[src/rtl/psat_pkg.sv]
// psat_pkg: shared widths, result kinds, command codes and small types
// for the packet sequence ack tracker. Depends on nothing.

package psat_pkg;

    localparam int ACK_WINDOW_DEF = 32;
    localparam int SEQ_W          = 16;
    localparam int CNT_W          = 32;
    localparam int GAP_W          = 15;
    localparam int KIND_W         = 3;
    localparam int VIEW_W         = 32;

    // half of the sequence space: largest forward distance that counts as newer
    localparam logic [SEQ_W-1:0] SEQ_HALF = 16'h8000;

    // command codes on the request channel
    localparam logic CMD_RX = 1'b0;
    localparam logic CMD_TX = 1'b1;

    typedef enum logic [KIND_W-1:0] {
        KIND_SENT        = 3'd0,
        KIND_FIRST       = 3'd1,
        KIND_DUPLICATE   = 3'd2,
        KIND_IN_ORDER    = 3'd3,
        KIND_GAP         = 3'd4,
        KIND_LATE_FILLED = 3'd5,
        KIND_LATE_SEEN   = 3'd6,
        KIND_TOO_OLD     = 3'd7
    } kind_t;

    // receive-side tracking state apart from the ack bits
    typedef struct packed {
        logic             seen_first;
        logic [SEQ_W-1:0] latest;
        logic [CNT_W-1:0] lost;
    } track_t;

    // outcome of one received packet
    typedef struct packed {
        kind_t            kind;
        logic [GAP_W-1:0] gap;
    } rx_res_t;

    // saturating 32-bit add
    function automatic logic [CNT_W-1:0] sat_add(input logic [CNT_W-1:0] a,
                                                 input logic [CNT_W-1:0] b);
        logic [CNT_W:0] s;
        begin
            s = {1'b0, a} + {1'b0, b};
            return s[CNT_W] ? {CNT_W{1'b1}} : s[CNT_W-1:0];
        end
    endfunction

endpackage

[src/rtl/psat_if.sv]
// psat_if: valid/ready channel interfaces for the request and report beats
// of the packet sequence ack tracker. Depends on nothing.

interface psat_req_if;
    logic        valid;
    logic        ready;
    logic        cmd;
    logic [15:0] rx_sequence;

    modport source (output valid, output cmd, output rx_sequence, input ready);
    modport sink   (input valid, input cmd, input rx_sequence, output ready);
endinterface

interface psat_rsp_if;
    logic        valid;
    logic        ready;
    logic [2:0]  result_kind;
    logic [15:0] tx_sequence;
    logic [15:0] ack_latest;
    logic [31:0] ack_window;
    logic [14:0] gap_count;
    logic [31:0] lost_total;
    logic [31:0] sent_total;
    logic [31:0] received_total;

    modport source (output valid, output result_kind, output tx_sequence,
                    output ack_latest, output ack_window, output gap_count,
                    output lost_total, output sent_total, output received_total,
                    input ready);
    modport sink   (input valid, input result_kind, input tx_sequence,
                    input ack_latest, input ack_window, input gap_count,
                    input lost_total, input sent_total, input received_total,
                    output ready);
endinterface

[src/rtl/psat_rx_update.sv]
// psat_rx_update: next receive state for one incoming packet sequence:
// wrapped distance, window shift or late-bit fill, lost estimate. Uses psat_pkg.

module psat_rx_update #(
    parameter int ACK_WINDOW = psat_pkg::ACK_WINDOW_DEF
) (
    input  psat_pkg::track_t                 state,
    input  logic [ACK_WINDOW-1:0]            ack,
    input  logic [psat_pkg::SEQ_W-1:0]       seq,
    output psat_pkg::track_t                 state_next,
    output logic [ACK_WINDOW-1:0]            ack_next,
    output psat_pkg::rx_res_t                res
);
    import psat_pkg::*;

    localparam int SHW = (ACK_WINDOW > 1) ? $clog2(ACK_WINDOW) : 1;
    localparam logic [SEQ_W-1:0] WIN_SEQ = SEQ_W'(ACK_WINDOW);

    logic [SEQ_W-1:0]      delta;
    logic [SEQ_W-1:0]      gap16;
    logic [SEQ_W-1:0]      behind;
    logic [SEQ_W-1:0]      behind_m1;
    logic                  is_newer;
    logic [ACK_WINDOW-1:0] shifted;
    logic [ACK_WINDOW-1:0] gap_bit;
    logic [ACK_WINDOW-1:0] late_bit;

    // wrapped distances from the latest received sequence
    assign delta     = seq - state.latest;
    assign gap16     = delta - SEQ_W'(1);
    assign behind    = SEQ_W'(0) - delta;
    assign behind_m1 = behind - SEQ_W'(1);
    assign is_newer  = (delta != '0) && (delta <= SEQ_HALF);

    // window shift, new bit for the previous latest, bit for a late packet
    assign shifted  = (delta >= WIN_SEQ) ? '0 : (ack << delta[SHW-1:0]);
    assign gap_bit  = (gap16 < WIN_SEQ) ? (ACK_WINDOW'(1) << gap16[SHW-1:0]) : '0;
    assign late_bit = ACK_WINDOW'(1) << behind_m1[SHW-1:0];

    // classify the packet and update the tracking state
    always_comb
    begin
        state_next = state;
        ack_next   = ack;
        res.kind   = KIND_DUPLICATE;
        res.gap    = '0;
        priority if (!state.seen_first)
        begin
            state_next.seen_first = 1'b1;
            state_next.latest     = seq;
            ack_next              = '0;
            res.kind              = KIND_FIRST;
        end
        else if (delta == '0)
        begin
            res.kind = KIND_DUPLICATE;
        end
        else if (is_newer)
        begin
            state_next.lost   = sat_add(state.lost, CNT_W'(gap16[GAP_W-1:0]));
            state_next.latest = seq;
            ack_next          = shifted | gap_bit;
            res.gap           = gap16[GAP_W-1:0];
            res.kind          = (gap16 == '0) ? KIND_IN_ORDER : KIND_GAP;
        end
        else if (behind > WIN_SEQ)
        begin
            res.kind = KIND_TOO_OLD;
        end
        else if ((ack & late_bit) != '0)
        begin
            res.kind = KIND_LATE_SEEN;
        end
        else
        begin
            ack_next        = ack | late_bit;
            state_next.lost = (state.lost != '0) ? (state.lost - CNT_W'(1)) : state.lost;
            res.kind        = KIND_LATE_FILLED;
        end
    end

endmodule

[src/rtl/packet_sequence_ack_tracker.sv]
// packet_sequence_ack_tracker: top level; sequence allocation, ack window and
// saturating counters. Uses psat_pkg, psat_req_if, psat_rsp_if, psat_rx_update.
//
//   channel   role   beat contents
//   request   sink   cmd, rx_sequence
//   report    source result_kind, tx_sequence, ack_latest, ack_window,
//                    gap_count, lost_total, sent_total, received_total
//
// one beat per cycle sustained while report.ready holds; a taken beat waits
// in the input register, then passes through the update into the report
// register. rst_n clears all tracking state and both valid flags.
// a stalled report holds its register; the input register still takes a beat
// when it is empty, and request.ready drops only once both stages are full.

module packet_sequence_ack_tracker #(
    parameter int ACK_WINDOW = psat_pkg::ACK_WINDOW_DEF
) (
    input  logic       clk,
    input  logic       rst_n,
    psat_req_if.sink   request,
    psat_rsp_if.source report
);
    import psat_pkg::*;

    // input register
    logic             s1_valid_reg;
    logic             s1_cmd_reg;
    logic [SEQ_W-1:0] s1_seq_reg;

    // tracking state
    logic [SEQ_W-1:0]      next_tx_reg;
    logic [ACK_WINDOW-1:0] ack_reg;
    track_t                track_reg;
    logic [CNT_W-1:0]      sent_reg;
    logic [CNT_W-1:0]      recv_reg;

    // report register
    logic              out_valid_reg;
    kind_t             kind_reg;
    logic [SEQ_W-1:0]  tx_seq_reg;
    logic [SEQ_W-1:0]  latest_reg;
    logic [VIEW_W-1:0] window_reg;
    logic [GAP_W-1:0]  gap_reg;
    logic [CNT_W-1:0]  lost_reg;
    logic [CNT_W-1:0]  sent_out_reg;
    logic [CNT_W-1:0]  recv_out_reg;

    // next values
    logic [SEQ_W-1:0]      next_tx_next;
    logic [ACK_WINDOW-1:0] ack_next;
    track_t                track_next;
    logic [CNT_W-1:0]      sent_next;
    logic [CNT_W-1:0]      recv_next;
    kind_t                 kind_next;
    logic [SEQ_W-1:0]      tx_seq_next;
    logic [GAP_W-1:0]      gap_next;
    logic [VIEW_W-1:0]     window_next;

    logic                  advance;
    logic                  accept;
    logic                  fire;
    track_t                rx_track;
    logic [ACK_WINDOW-1:0] rx_ack;
    rx_res_t               rx_res;

    // handshake
    assign advance       = !out_valid_reg || report.ready;
    assign request.ready = !s1_valid_reg || advance;
    assign accept        = request.valid && request.ready;
    assign fire          = s1_valid_reg && advance;

    // receive-side update
    psat_rx_update #(
        .ACK_WINDOW (ACK_WINDOW)
    ) u_rx_update (
        .state      (track_reg),
        .ack        (ack_reg),
        .seq        (s1_seq_reg),
        .state_next (rx_track),
        .ack_next   (rx_ack),
        .res        (rx_res)
    );

    // merge send and receive paths
    always_comb
    begin
        next_tx_next = next_tx_reg;
        ack_next     = ack_reg;
        track_next   = track_reg;
        sent_next    = sent_reg;
        recv_next    = recv_reg;
        kind_next    = KIND_SENT;
        tx_seq_next  = '0;
        gap_next     = '0;
        unique case (s1_cmd_reg)
            CMD_TX:
            begin
                tx_seq_next  = next_tx_reg;
                next_tx_next = next_tx_reg + SEQ_W'(1);
                sent_next    = sat_add(sent_reg, CNT_W'(1));
                kind_next    = KIND_SENT;
            end
            CMD_RX:
            begin
                recv_next  = sat_add(recv_reg, CNT_W'(1));
                track_next = rx_track;
                ack_next   = rx_ack;
                kind_next  = rx_res.kind;
                gap_next   = rx_res.gap;
            end
            default:
            begin
                kind_next = KIND_SENT;
            end
        endcase
    end

    // visible part of the window
    generate
        if (ACK_WINDOW >= VIEW_W)
        begin : g_view_trunc
            assign window_next = ack_next[VIEW_W-1:0];
        end
        else
        begin : g_view_ext
            assign window_next = {{(VIEW_W-ACK_WINDOW){1'b0}}, ack_next};
        end
    endgenerate

    // input register and valid flags
    always_ff @(posedge clk or negedge rst_n)
    begin
        if (!rst_n)
        begin
            s1_valid_reg  <= 1'b0;
            out_valid_reg <= 1'b0;
        end
        else
        begin
            if (accept)
            begin
                s1_valid_reg <= 1'b1;
            end
            else if (advance)
            begin
                s1_valid_reg <= 1'b0;
            end
            if (advance)
            begin
                out_valid_reg <= s1_valid_reg;
            end
        end
    end

    always_ff @(posedge clk)
    begin
        if (accept)
        begin
            s1_cmd_reg <= request.cmd;
            s1_seq_reg <= request.rx_sequence;
        end
    end

    // tracking state
    always_ff @(posedge clk or negedge rst_n)
    begin
        if (!rst_n)
        begin
            next_tx_reg <= '0;
            ack_reg     <= '0;
            track_reg   <= '0;
            sent_reg    <= '0;
            recv_reg    <= '0;
        end
        else if (fire)
        begin
            next_tx_reg <= next_tx_next;
            ack_reg     <= ack_next;
            track_reg   <= track_next;
            sent_reg    <= sent_next;
            recv_reg    <= recv_next;
        end
    end

    // report register
    always_ff @(posedge clk)
    begin
        if (fire)
        begin
            kind_reg     <= kind_next;
            tx_seq_reg   <= tx_seq_next;
            latest_reg   <= track_next.latest;
            window_reg   <= window_next;
            gap_reg      <= gap_next;
            lost_reg     <= track_next.lost;
            sent_out_reg <= sent_next;
            recv_out_reg <= recv_next;
        end
    end

    assign report.valid          = out_valid_reg;
    assign report.result_kind    = kind_reg;
    assign report.tx_sequence    = tx_seq_reg;
    assign report.ack_latest     = latest_reg;
    assign report.ack_window     = window_reg;
    assign report.gap_count      = gap_reg;
    assign report.lost_total     = lost_reg;
    assign report.sent_total     = sent_out_reg;
    assign report.received_total = recv_out_reg;

endmodule
[src/flat_wrapper.sv]
// flat-port wrapper written by rule: the top's interface ports become plain ports
module packet_sequence_ack_tracker_flat import psat_pkg::*;
#(
    parameter int ACK_WINDOW = psat_pkg::ACK_WINDOW_DEF
)
  (clk, rst_n, request_valid, request_cmd, request_rx_sequence, request_ready, report_valid, report_result_kind, report_tx_sequence, report_ack_latest, report_ack_window, report_gap_count, report_lost_total, report_sent_total, report_received_total, report_ready);
  psat_req_if request_i ();
  psat_rsp_if report_i ();
  input  logic clk;
  input  logic rst_n;
  input wire logic [$bits(request_i.valid)-1:0] request_valid;
  input wire logic [$bits(request_i.cmd)-1:0] request_cmd;
  input wire logic [$bits(request_i.rx_sequence)-1:0] request_rx_sequence;
  output wire logic [$bits(request_i.ready)-1:0] request_ready;
  output wire logic [$bits(report_i.valid)-1:0] report_valid;
  output wire logic [$bits(report_i.result_kind)-1:0] report_result_kind;
  output wire logic [$bits(report_i.tx_sequence)-1:0] report_tx_sequence;
  output wire logic [$bits(report_i.ack_latest)-1:0] report_ack_latest;
  output wire logic [$bits(report_i.ack_window)-1:0] report_ack_window;
  output wire logic [$bits(report_i.gap_count)-1:0] report_gap_count;
  output wire logic [$bits(report_i.lost_total)-1:0] report_lost_total;
  output wire logic [$bits(report_i.sent_total)-1:0] report_sent_total;
  output wire logic [$bits(report_i.received_total)-1:0] report_received_total;
  input wire logic [$bits(report_i.ready)-1:0] report_ready;
  assign request_i.valid = request_valid;
  assign request_i.cmd = request_cmd;
  assign request_i.rx_sequence = request_rx_sequence;
  assign request_ready = request_i.ready;
  assign report_valid = report_i.valid;
  assign report_result_kind = report_i.result_kind;
  assign report_tx_sequence = report_i.tx_sequence;
  assign report_ack_latest = report_i.ack_latest;
  assign report_ack_window = report_i.ack_window;
  assign report_gap_count = report_i.gap_count;
  assign report_lost_total = report_i.lost_total;
  assign report_sent_total = report_i.sent_total;
  assign report_received_total = report_i.received_total;
  assign report_i.ready = report_ready;
  packet_sequence_ack_tracker #(.ACK_WINDOW(ACK_WINDOW)) u_core (.clk(clk), .rst_n(rst_n), .request(request_i), .report(report_i));
endmodule
[config.mk]
export PLATFORM = sky130hd
export DESIGN_NAME = packet_sequence_ack_tracker_flat
export DESIGN_NICKNAME = d
export VERILOG_FILES = /design/src/rtl/psat_pkg.sv /design/src/rtl/psat_if.sv /design/src/rtl/psat_rx_update.sv /design/src/rtl/packet_sequence_ack_tracker.sv /design/src/flat_wrapper.sv
export SDC_FILE = /design/constraint.sdc
export NUM_CORES = 1
export LEC_CHECK = 0
export ABC_CLOCK_PERIOD_IN_PS = 8100
export BUFFER_PORTS_ARGS = -buffer_cell sky130_fd_sc_hd__clkbuf_2
export CAP_MARGIN = 15
export CORE_MARGIN = 4
export CORE_UTILIZATION = 58
export DETAILED_ROUTE_END_ITERATION = 8
export GPL_TIMING_DRIVEN = 0
export PLACE_DENSITY_LB_ADDON = 0.2
export SLEW_MARGIN = 15
export SYNTH_ARGS = -nofsm -noshare
export SYNTH_HDL_FRONTEND = slang
export SYNTH_HIERARCHICAL = 1
export SYNTH_SLANG_ARGS = --single-unit
[constraint.sdc]
create_clock -name clk -period 8.1 [get_ports clk]
set_input_delay 0 -clock clk [delete_from_list [all_inputs] [get_ports clk]]
set_output_delay 0 -clock clk [all_outputs]
set_load 0.02 [all_outputs]
### After elaboration in Yosys (flattened, before gate mapping)

Index checks and enable logic that the tools add are counted.

| storage, ports and cells | value |
|---|---|
| register bits after elaboration | 358 |
| bits of input ports | 21 |
| output and inout bits | 180 |
| logic and storage cells | 88 |

| cells by class | value |
|---|---|
| $add $sub $neg | 9 |
| $lt $le $gt $ge | 4 |
| shift-type cells | 3 |
| mux-type cells | 31 |
| bitwise operators | 6 |
| reduce and logical (&&, ||, !) cells | 16 |

Operator list:

| cell | number |
|---|---|
| 2-to-1 mux 32 bit | 18 |
| 2-to-1 mux 48 bit | 2 |
| adder 32 x 1 -> 33 bit, second input constant | 2 |
| OR 32 bit | 2 |
| nonzero test 32 bit | 2 |
| << shifter 1 x 5 -> 32 bit, first input constant | 2 |
| adder 32 x 15 -> 33 bit | 1 |
| AND 32 bit | 1 |
| zero test 16 bit | 2 |
| 2-to-1 mux 16 bit | 2 |
| << shifter 32 x 5 -> 32 bit | 1 |
| subtractor 32 x 1 -> 32 bit, second input constant | 1 |
| adder 16 x 1 -> 16 bit, second input constant | 1 |
| >= comparator 16 x 6 -> 1 bit, second input constant | 1 |
| > comparator 16 x 6 -> 1 bit, second input constant | 1 |
| less-or-equal comparator 16 bit, second input constant | 1 |
| < comparator 16 x 6 -> 1 bit, second input constant | 1 |
| nonzero test 16 bit | 1 |
| subtractor 1 x 16 -> 16 bit, first input constant | 1 |
| subtractor 16 x 1 -> 16 bit, second input constant | 1 |
| subtractor 16 bit | 1 |
| 2-to-1 mux 3 bit | 5 |
| one-hot mux 3 bit (2 select lines) | 1 |
| subtractor 5 x 1 -> 5 bit, second input constant | 1 |
| other kinds (9) | 17 |

### Depth between registers and ports, before layout

Gate-level depths: netlist of run 1.

| depth | value |
|---|---|
| depth in word-level cells | 12 |
| mapped depth | 27 |
| depth with buffers taken out | 24 |

### Cells and area by module

The synthesis of run 1 kept the hierarchy.

By module, submodules not included:

| module | times used | cells each | area an instance (um^2) | sequential area each (um^2) |
|---|---|---|---|---|
| packet_sequence_ack_tracker | 1 | 1,149 | 15,356.0 | 9,934.5 |
| psat_rx_update | 1 | 1,179 | 7,215.7 | 0.0 |

### Worst setup path before layout of run 1

OpenSTA, ideal clock, no wires.

| timing | value |
|---|---|
| kind | register to register |
| start | register u_core.out_valid_reg, in the netlist u_core/report.valid |
| end | register u_core.sent_reg[10] |
| setup time | 380 ps |
| arrival time | 6,467 ps |
| data required time | 7,720 ps |
| slack | 1,254 ps |
| cell stages (with the launch flop) | 7 |
| buffers on the path | 2 |
| clock period less this slack | 6,846 ps |
| path through | dfrtp_1 -> nand2b_1 -> nand2_1 -> clkinv_1 -> clkbuf_1 -> clkbuf_1 -> a41oi_1 |

| between the ends | value |
|---|---|
| cells in the longest elaborated chain, start to end | 3 |

RTL lines:

| what | RTL line | RTL |
|---|---|---|
| from (decl) | packet_sequence_ack_tracker.sv:38 | `logic out_valid_reg;` |
| from (signal assigned) | packet_sequence_ack_tracker.sv:150 | `out_valid_reg <= s1_valid_reg;` |
| zero test 1 bit | packet_sequence_ack_tracker.sv:67 | `assign advance = !out_valid_reg \|\| report.ready;` |
| logical OR 1 bit | packet_sequence_ack_tracker.sv:67 |  |
| logical AND 1 bit | packet_sequence_ack_tracker.sv:70 | `assign fire = s1_valid_reg && advance;` |
| net u_core.fire | packet_sequence_ack_tracker.sv:61 | `logic fire;` |
| to (signal assigned) | packet_sequence_ack_tracker.sv:180 | `sent_reg <= sent_next;` |
| to (decl) | packet_sequence_ack_tracker.sv:34 | `logic [CNT_W-1:0] sent_reg;` |

The timed path passes the listed nets, and every way through them passes these cells.
A chain may end at the register's enable or synchronous reset.

==> results.ini, run 1 <==
[status]
outcome = finished, final reports clean

[drt]
drtIter0Drc = 2281
postRouteAntennaNets = 0
first_pass_iters = 6
post_drt_wl_per_cell_um = 24.06
drt_wl_total_um = 75400
drc_errors = 0
dr_total_vias = 20660
via_per_inst = 6.595

[cells_and_area]
fin_util_pct = 68.23
nets = 2656
drive_gt1_share_pct = 19.57
fillerInstances = 2914
stdcell_area_um2 = 25940
largest_register_ffs = 49
synthToLayoutAreaGrowth_pct = 14.93
fin_cells = 3133
antenna_cells = 0

[setup_path]
startpoint_type = register
path_class = register to register
critical_path_arrival_ps = 8250
crit_path_end_kind = register
required_ps = 8610
cp_max_fo = 13

[timing]
finalSetupViolCount = 0
rsz0062_at_grt = no
fin_ws_ps = 353.8
tightest_slew_ps = 1202
slew-limit-headroom_pct = 19.12
finalCritPeriodShare_pct = 95.63
holdWs_ps = 35.61
worst_clock_skew_ps = 18.92
period_needed_ps = 7746
drv_slew = 0
final.setup.tns_ps = 0
finalHoldViolCount = 0
fmax_ghz = 0.1291

[placed_design]
place_area_um2 = 24330
routabilityCongestion = 1.013
dp.cells = 3043
io_buffers = 200
dp_hpwl_um = 55210
pre_cts_ws_ps = 125.4

[pwr]
ir_worst_vdd_v = 0.0002985
p_leak_nw = 10.48
power.total_mw = 12.11
power_density_nw_per_um2 = 466.8

[die]
fp.dieW_um = 205.3
initial_core_util_pct = 59.37
rows = 71
die_area_um2 = 42140
coreArea_um2 = 38020
die_height_um = 205.3
io_pins = 201

[yosys]
synth_edf_count = 195
async_flop_share_pct = 45.53
synth_seq_cells = 358
synthTopCellsByArea = edfxtp_1 26%, dfrtp_1 18%, mux2_2 8.9%
yosys_warnings = 6
syn_nets = 2392
ys_seq_area_share_pct = 44.01
postSynthAreaPerCell_um2 = 9.696
synth_top_cell_area_share_pct = 25.94
synth_area_leader_cell = edfxtp_1
synth_cell_types = 95
synth_area_um2 = 22570
synthFlopType = edfxtp_1
synth_cells = 2328

[cts]
cts_tree = yes
htreeDepth = 2
path_clk_slew_ps = 60
cts_buffers = 38
numClockSinks = 358
cts_setup_buffers = 0
clkLatencyLatePin_ps = 570
clock_path_buffers = 3
cts.root.buffer_cell = clkbuf_16

[global_routing]
grt_pass1_vias = 19660
grt_first_pass_wirelength_um = 115000
grt_max_degree = 83
track_usage_pct = 35.02
antenna_found_initial = 0
grt-ovfl-total = 0

[hold_path]
hold_class = input port to asynchronous set/reset pin

[flow_run]
drv_cap = 0

final cells by class:
cell class	instances	area (um^2)	share of cell area, %
Clock buffer	46	1044	4.022
Timing Repair Buffer	225	1315	5.069
Inverter	50	191.4	0.7379
Tap cell	511	639.4	2.465
Multi-Input combinational cell	1768	11860	45.73
Buffer	151	599.3	2.310
Clock inverter	24	356.6	1.375
Sequential cell	358	9935	38.29
worst max-delay path, cell delays in order (launching register included):
cell        delay (ps)
edfxtp_1           390
inv_1               70
ha_1               170
inv_1               60
fa_1               630
clkbuf_1           560
clkinvlp_4         570
ha_1               420
nand2_1            150
or3_1              150
and2_1             120
clkbuf_1           340
inv_1              180
ha_1               350
o21a_1             170
a21oi_1            100
o31ai_1            320
o21ai_0            150
a21oi_1            570
nand2_1            230
nor2_1             420
nor2_1             350
nand2_1            260
o221ai_1           150
a211oi_1           370
mux2_2             260
mux2_2             150
Yosys cell counts, types with 44 or more instances:
master    instances
a31oi_1          51
o21ai_0         132
and3_1           47
edfxtp_1        195
inv_1            48
nor2_1          151
xnor2_1          63
nand3_1          94
mux2_2          178
clkbuf_1        121
nor3_1           73
nand2_1         252
dfrtp_1         163
and2_1           44
a21oi_1         147
power breakdown:
group          internal, mW  switching (mW)
logic                  2.44            4.97
registers              2.40           0.364
clock network          1.18           0.758
kinds of logic (layout without fill, tap and decap cells):
| group | after synthesis | count (layout) | share of synthesized area [%] |
|---|---|---|---|
| AND/OR/NAND/NOR | 874 | 874 | 19.79 |
| flip-flops | 358 | 358 | 44.01 |
| adder cells (fa/ha/maj) | 43 | 43 | 2.450 |
| XOR/XNOR | 94 | 94 | 3.825 |
| AO/OA/AOI/OAI | 531 | 531 | 14.95 |
| multiplexers | 225 | 225 | 11.46 |
| other | 1 | 1 | 0.01661 |
| buffers and inverters | 202 | 496 | 3.487 |
routing by layer:
metal,GRT usage (%),wire length [um],vias up
li1,-,-,9209
met1,47.57,30150,9916
met2,56.94,34950,1315
met3,6.745,7568,223
met4,11.77,2729,0
met5,0,0,-
repair_timing:
| item | 4_1_cts | 5_1_grt |
|---|---|---|
| hold buffers | 21 | 0 |
| endpoints found under the setup margin | 0 | 34 |
| hold endpoints to repair | 100 | 0 |
| gates resized for setup | 0 | 2 |
placed cells by master (no fill, tap or decap), types with 28 or more instances in the layout:
cell,instances
nand2_1,252
clkbuf_2,199
edfxtp_1,195
mux2_2,178
dfrtp_1,163
nor2_1,151
a21oi_1,147
o21ai_0,132
clkbuf_1,123
nand3_1,94
nor3_1,73
xnor2_1,63
a31oi_1,51
and3_1,47
inv_1,47
and2_1,44
ha_1,41
clkbuf_16,40
nand4_1,38
mux2i_1,38
nor2b_1,38
a211oi_1,35
nor4_1,30
xor2_1,28
final timing paths:
kind / start / to / slack [ps] / cells past startpoint
max: u_core/s1_seq_reg[0] / u_core/track_reg[12] / 350 / 26
min: rst_n / u_core/recv_reg[11] / 40 / 2
max reg2reg: u_core/s1_seq_reg[0] / u_core/track_reg[12] / 350 / 26
min reg2reg: u_core/next_tx_reg[13] / u_core/next_tx_reg[13] / 480 / 1
max in group asynchronous: rst_n / u_core/ack_reg[12] / 7120 / 3
min in group clk: request_rx_sequence[11] / u_core/s1_seq_reg[11] / 150 / 2
Note: power is estimated with default switching activity, not from simulation.
==> run 2: changes to the inputs <==
--- a/config.mk
+++ b/config.mk
@@ -5,6 +5,7 @@
 export SDC_FILE = /design/constraint.sdc
 export NUM_CORES = 1
 export LEC_CHECK = 0
+export ABC_AREA = 1
 export ABC_CLOCK_PERIOD_IN_PS = 8100
 export BUFFER_PORTS_ARGS = -buffer_cell sky130_fd_sc_hd__clkbuf_2
 export CAP_MARGIN = 15
==> results.ini, run 2 <==
[placed_design]
dp_hpwl_um = 61550  ; +11%
routabilityCongestion = 1.003  ; -0.96%
io_buffers = 200  ; unchanged

[pwr]
power_density_nw_per_um2 = 437.2  ; -6.3%
intPower_mw = 5.810  ; -3.6%
p_leak_nw = 13.15  ; +25%
ir_worst_vdd_v = 0.0002637  ; -12%
seqPwrFrac_pct = 24.2  ; +1.4 points
comb_power_share_pct = 61.3  ; about the same
switching_power_mw = 6.526  ; +7.2%
p_sw_share_pct = 52.90  ; +2.6 points
clockPowerShare_pct = 14.6  ; -1.4 points

[yosys]
synth_top_family_by_area = simple AND/OR/NAND/NOR gates
yosys_warnings = 6  ; unchanged
postSynthAreaPerCell_um2 = 6.956  ; -28%
synth_area_um2 = 24970  ; +11%
synth_area_leader_cell = edfxtp_1
synth_compound_area_share_pct = 10.34  ; -4.6 points
synthTopCellsByCount = 1138 x nand2_1, 404 x inv_1, 399 x nor2_1
synthXorXnorAreaFrac_pct = 2.350  ; -1.5 points
synthTopCellsByArea = edfxtp_1 23%, nand2_1 17%, dfrtp_1 16%
async_flop_share_pct = 45.53  ; unchanged
yosysMostFrequentCell = nand2_1
yosys.area_share.adder_pct = 2.215  ; -0.24 points
synth_cell_types = 47  ; -51%
synth_seq_cells = 358  ; unchanged
muxShareOfSynthArea_pct = 0.9722  ; -10 points
synth-simple-area-share_pct = 34.80  ; +15 points
syn_nets = 3653  ; +53%
ys_seq_area_share_pct = 39.79  ; -4.2 points
synth_top_cell_area_share_pct = 23.45  ; -2.5 points
synthFlopType = edfxtp_1
synth_edf_count = 195  ; unchanged
synth_cells = 3589  ; +54%

[die]
io_pins = 201  ; unchanged
fp.dieW_um = 215.5  ; +5.0%
rows = 75  ; +5.6%
initial_core_util_pct = 59.12  ; -0.24 points
die_height_um = 215.5  ; +5.0%
coreArea_um2 = 42230  ; +11%
die_area_um2 = 46430  ; +10%

[setup_path]
critPathSlowestCell = clkbuf_1
startpoint_type = register
cp_slowest_stage_delay_ps = 590  ; -40 ps
crit_path_end_kind = register
path_class = register to register
critical_path_arrival_ps = 7000  ; -1250 ps
required_ps = 8380  ; -230 ps
cp_max_fo = 12  ; -1
cp_common_cell = nand2_1

[cts]
cts.root.buffer_cell = clkbuf_16
numClockSinks = 358  ; unchanged
cts_buffers = 38  ; unchanged
htreeDepth = 2  ; unchanged
clkLatencyLatePin_ps = 570  ; about the same
cts_resized = 0  ; unchanged
cts_tree = yes
path_clk_slew_ps = 60  ; about the same
clock_path_buffers = 3  ; unchanged

[timing]
drv_slew = 0  ; unchanged
finalSetupViolCount = 0  ; unchanged
rsz0062_at_grt = no
final.setup.tns_ps = 0  ; unchanged
holdWs_ps = 70.75  ; +35.14 ps
worst_clock_skew_ps = 23.73  ; +4.812 ps
fmax_ghz = 0.1488  ; +15%
period_needed_ps = 6719  ; -1027 ps
slew-limit-headroom_pct = 22.69  ; +3.6 points
finalCritPeriodShare_pct = 82.95  ; -13 points
tightest_slew_ps = 1160  ; -42.41 ps
finalHoldViolCount = 0  ; unchanged

[drt]
postRouteAntennaNets = 0  ; unchanged
first_pass_iters = 6  ; unchanged
post_drt_wl_per_cell_um = 18.24  ; -24%
via_per_inst = 5.664  ; -14%
drtIter0Drc = 2819  ; +24%
dr_total_vias = 25050  ; +21%
drt_wl_total_um = 80660  ; +7.0%
drc_errors = 0  ; unchanged

[cells_and_area]
antenna_cells = 0  ; unchanged
synthToLayoutAreaGrowth_pct = 13.01
largest_register_ffs = 49  ; unchanged
final_cell_mix = 1138 x nand2_1, 404 x inv_1, 399 x nor2_1
layout_commonest_cell = nand2_1
nets = 3917  ; +47%
fillerInstances = 3815  ; +31%
drive_gt1_share_pct = 11.25  ; -8.3 points

[global_routing]
grt_max_degree = 105  ; +27%
grt_first_pass_wirelength_um = 126000  ; +9.5%
antenna_found_initial = 1  ; +1
grt_pass1_vias = 22960  ; +17%
grt-ovfl-total = 0  ; unchanged
track_usage_pct = 33.88  ; -1.1 points

[status]
outcome = finished, final reports clean

[hold_path]
hold_class = input port to asynchronous set/reset pin

[flow_run]
drv_cap = 0  ; unchanged

==> run 2: per-stage QoR <==
stage | area [um^2] | cells | total power, mW | util [%] | setup WS [ps]
5_1_grt | 28220 | 4422 | 13.27 | 66.82 | 961.0
4_1_cts | 28220 | 4422 | 12.15 | 66.82 | 1578
3_3_place_gp | 26640 | 4328 | 10.28 | 63.09 | 1649
6_report | 28220 | 4422 | 12.34 | 66.82 | 1381
2_1_floorplan | 24970 | 3589 | 8.117 | - | 3161
3_5_place_dp | 26720 | 4330 | 10.30 | 63.27 | 1658
==> run 2: worst paths after layout <==
path / cells past startpoint / slack, ps / to / start
worst max-delay path: 31 / 1380 / u_core/report.lost_total[31] / u_core/track_reg[32]
worst min-delay path: 2 / 70 / u_core/track_reg[25] / rst_n
worst max register to register: 31 / 1380 / u_core/report.lost_total[31] / u_core/track_reg[32]
worst min register to register: 1 / 530 / u_core/next_tx_reg[5] / u_core/next_tx_reg[5]
max in group asynchronous: 3 / 7100 / u_core/recv_reg[23] / rst_n
min in group clk: 2 / 160 / u_core/s1_seq_reg[6] / request_rx_sequence[6]
==> run 2: critical path: cells and delay by family, from the launching register on <==
family                     cells  cell delay [ps]
buffers and inverters          7             1390
and+or+nand+nor               13             2000
adders and majority gates      4             1500
AOI/OAI and AO/OA              7             1120
DFF                            1              400
==> run 2: power by group through the flow <==
stage	Sequential [mW]	Clock (mW)	Combinational, mW
6_report	2.98	1.80	7.56
5_1_grt	3.04	1.90	8.33
4_1_cts	2.97	1.82	7.36
3_5_place_dp	2.99	0	7.31
3_3_place_gp	3.00	0	7.28
2_1_floorplan	3.12	0	5.00
==> run 2: logic make-up (layout without fill, tap and decap cells) <==
logic type | after synthesis | count (layout)
AO/OA/AOI/OAI | 498 | 498
flip-flops | 358 | 358
AND/OR/NAND/NOR | 2016 | 2016
buffers and inverters | 582 | 876
other | 1 | 1
XOR/XNOR | 67 | 67
adder cells (fa/ha/maj) | 43 | 43
multiplexers | 24 | 24
==> run 2: routing by layer <==
| metal | vias to the layer above | track usage, % | share of wire, % |
|---|---|---|---|
| li1 | 12100 | - | - |
| met1 | 11600 | 48.48 | 43 |
| met2 | 1173 | 52.74 | 44 |
| met3 | 172 | 5.148 | 9.2 |
| met4 | 0 | 12.22 | 3.8 |
| met5 | - | 0 | 0 |
==> run 2: cell type report <==
cell class / instances / area (um^2) / share of cell area, %
flip-flops and latches: 358 / 9935 / 35.21
multi-input cells: 2649 / 12650 / 44.85
plain buffers: 167 / 827.0 / 2.931
clock buffers: 46 / 1002 / 3.552
clock inverters: 24 / 277.8 / 0.9844
inverters: 415 / 1560 / 5.530
repair buffers: 224 / 1285 / 4.554
well taps: 539 / 674.4 / 2.390
==> run 2: timing repair <==
| action | in CTS | in global routing |
|---|---|---|
| setup buffers | 0 | 0 |
| setup endpoints to repair | 0 | 0 |
| hold buffers | 22 | 0 |
| endpoints found under the hold margin | 104 | 0 |
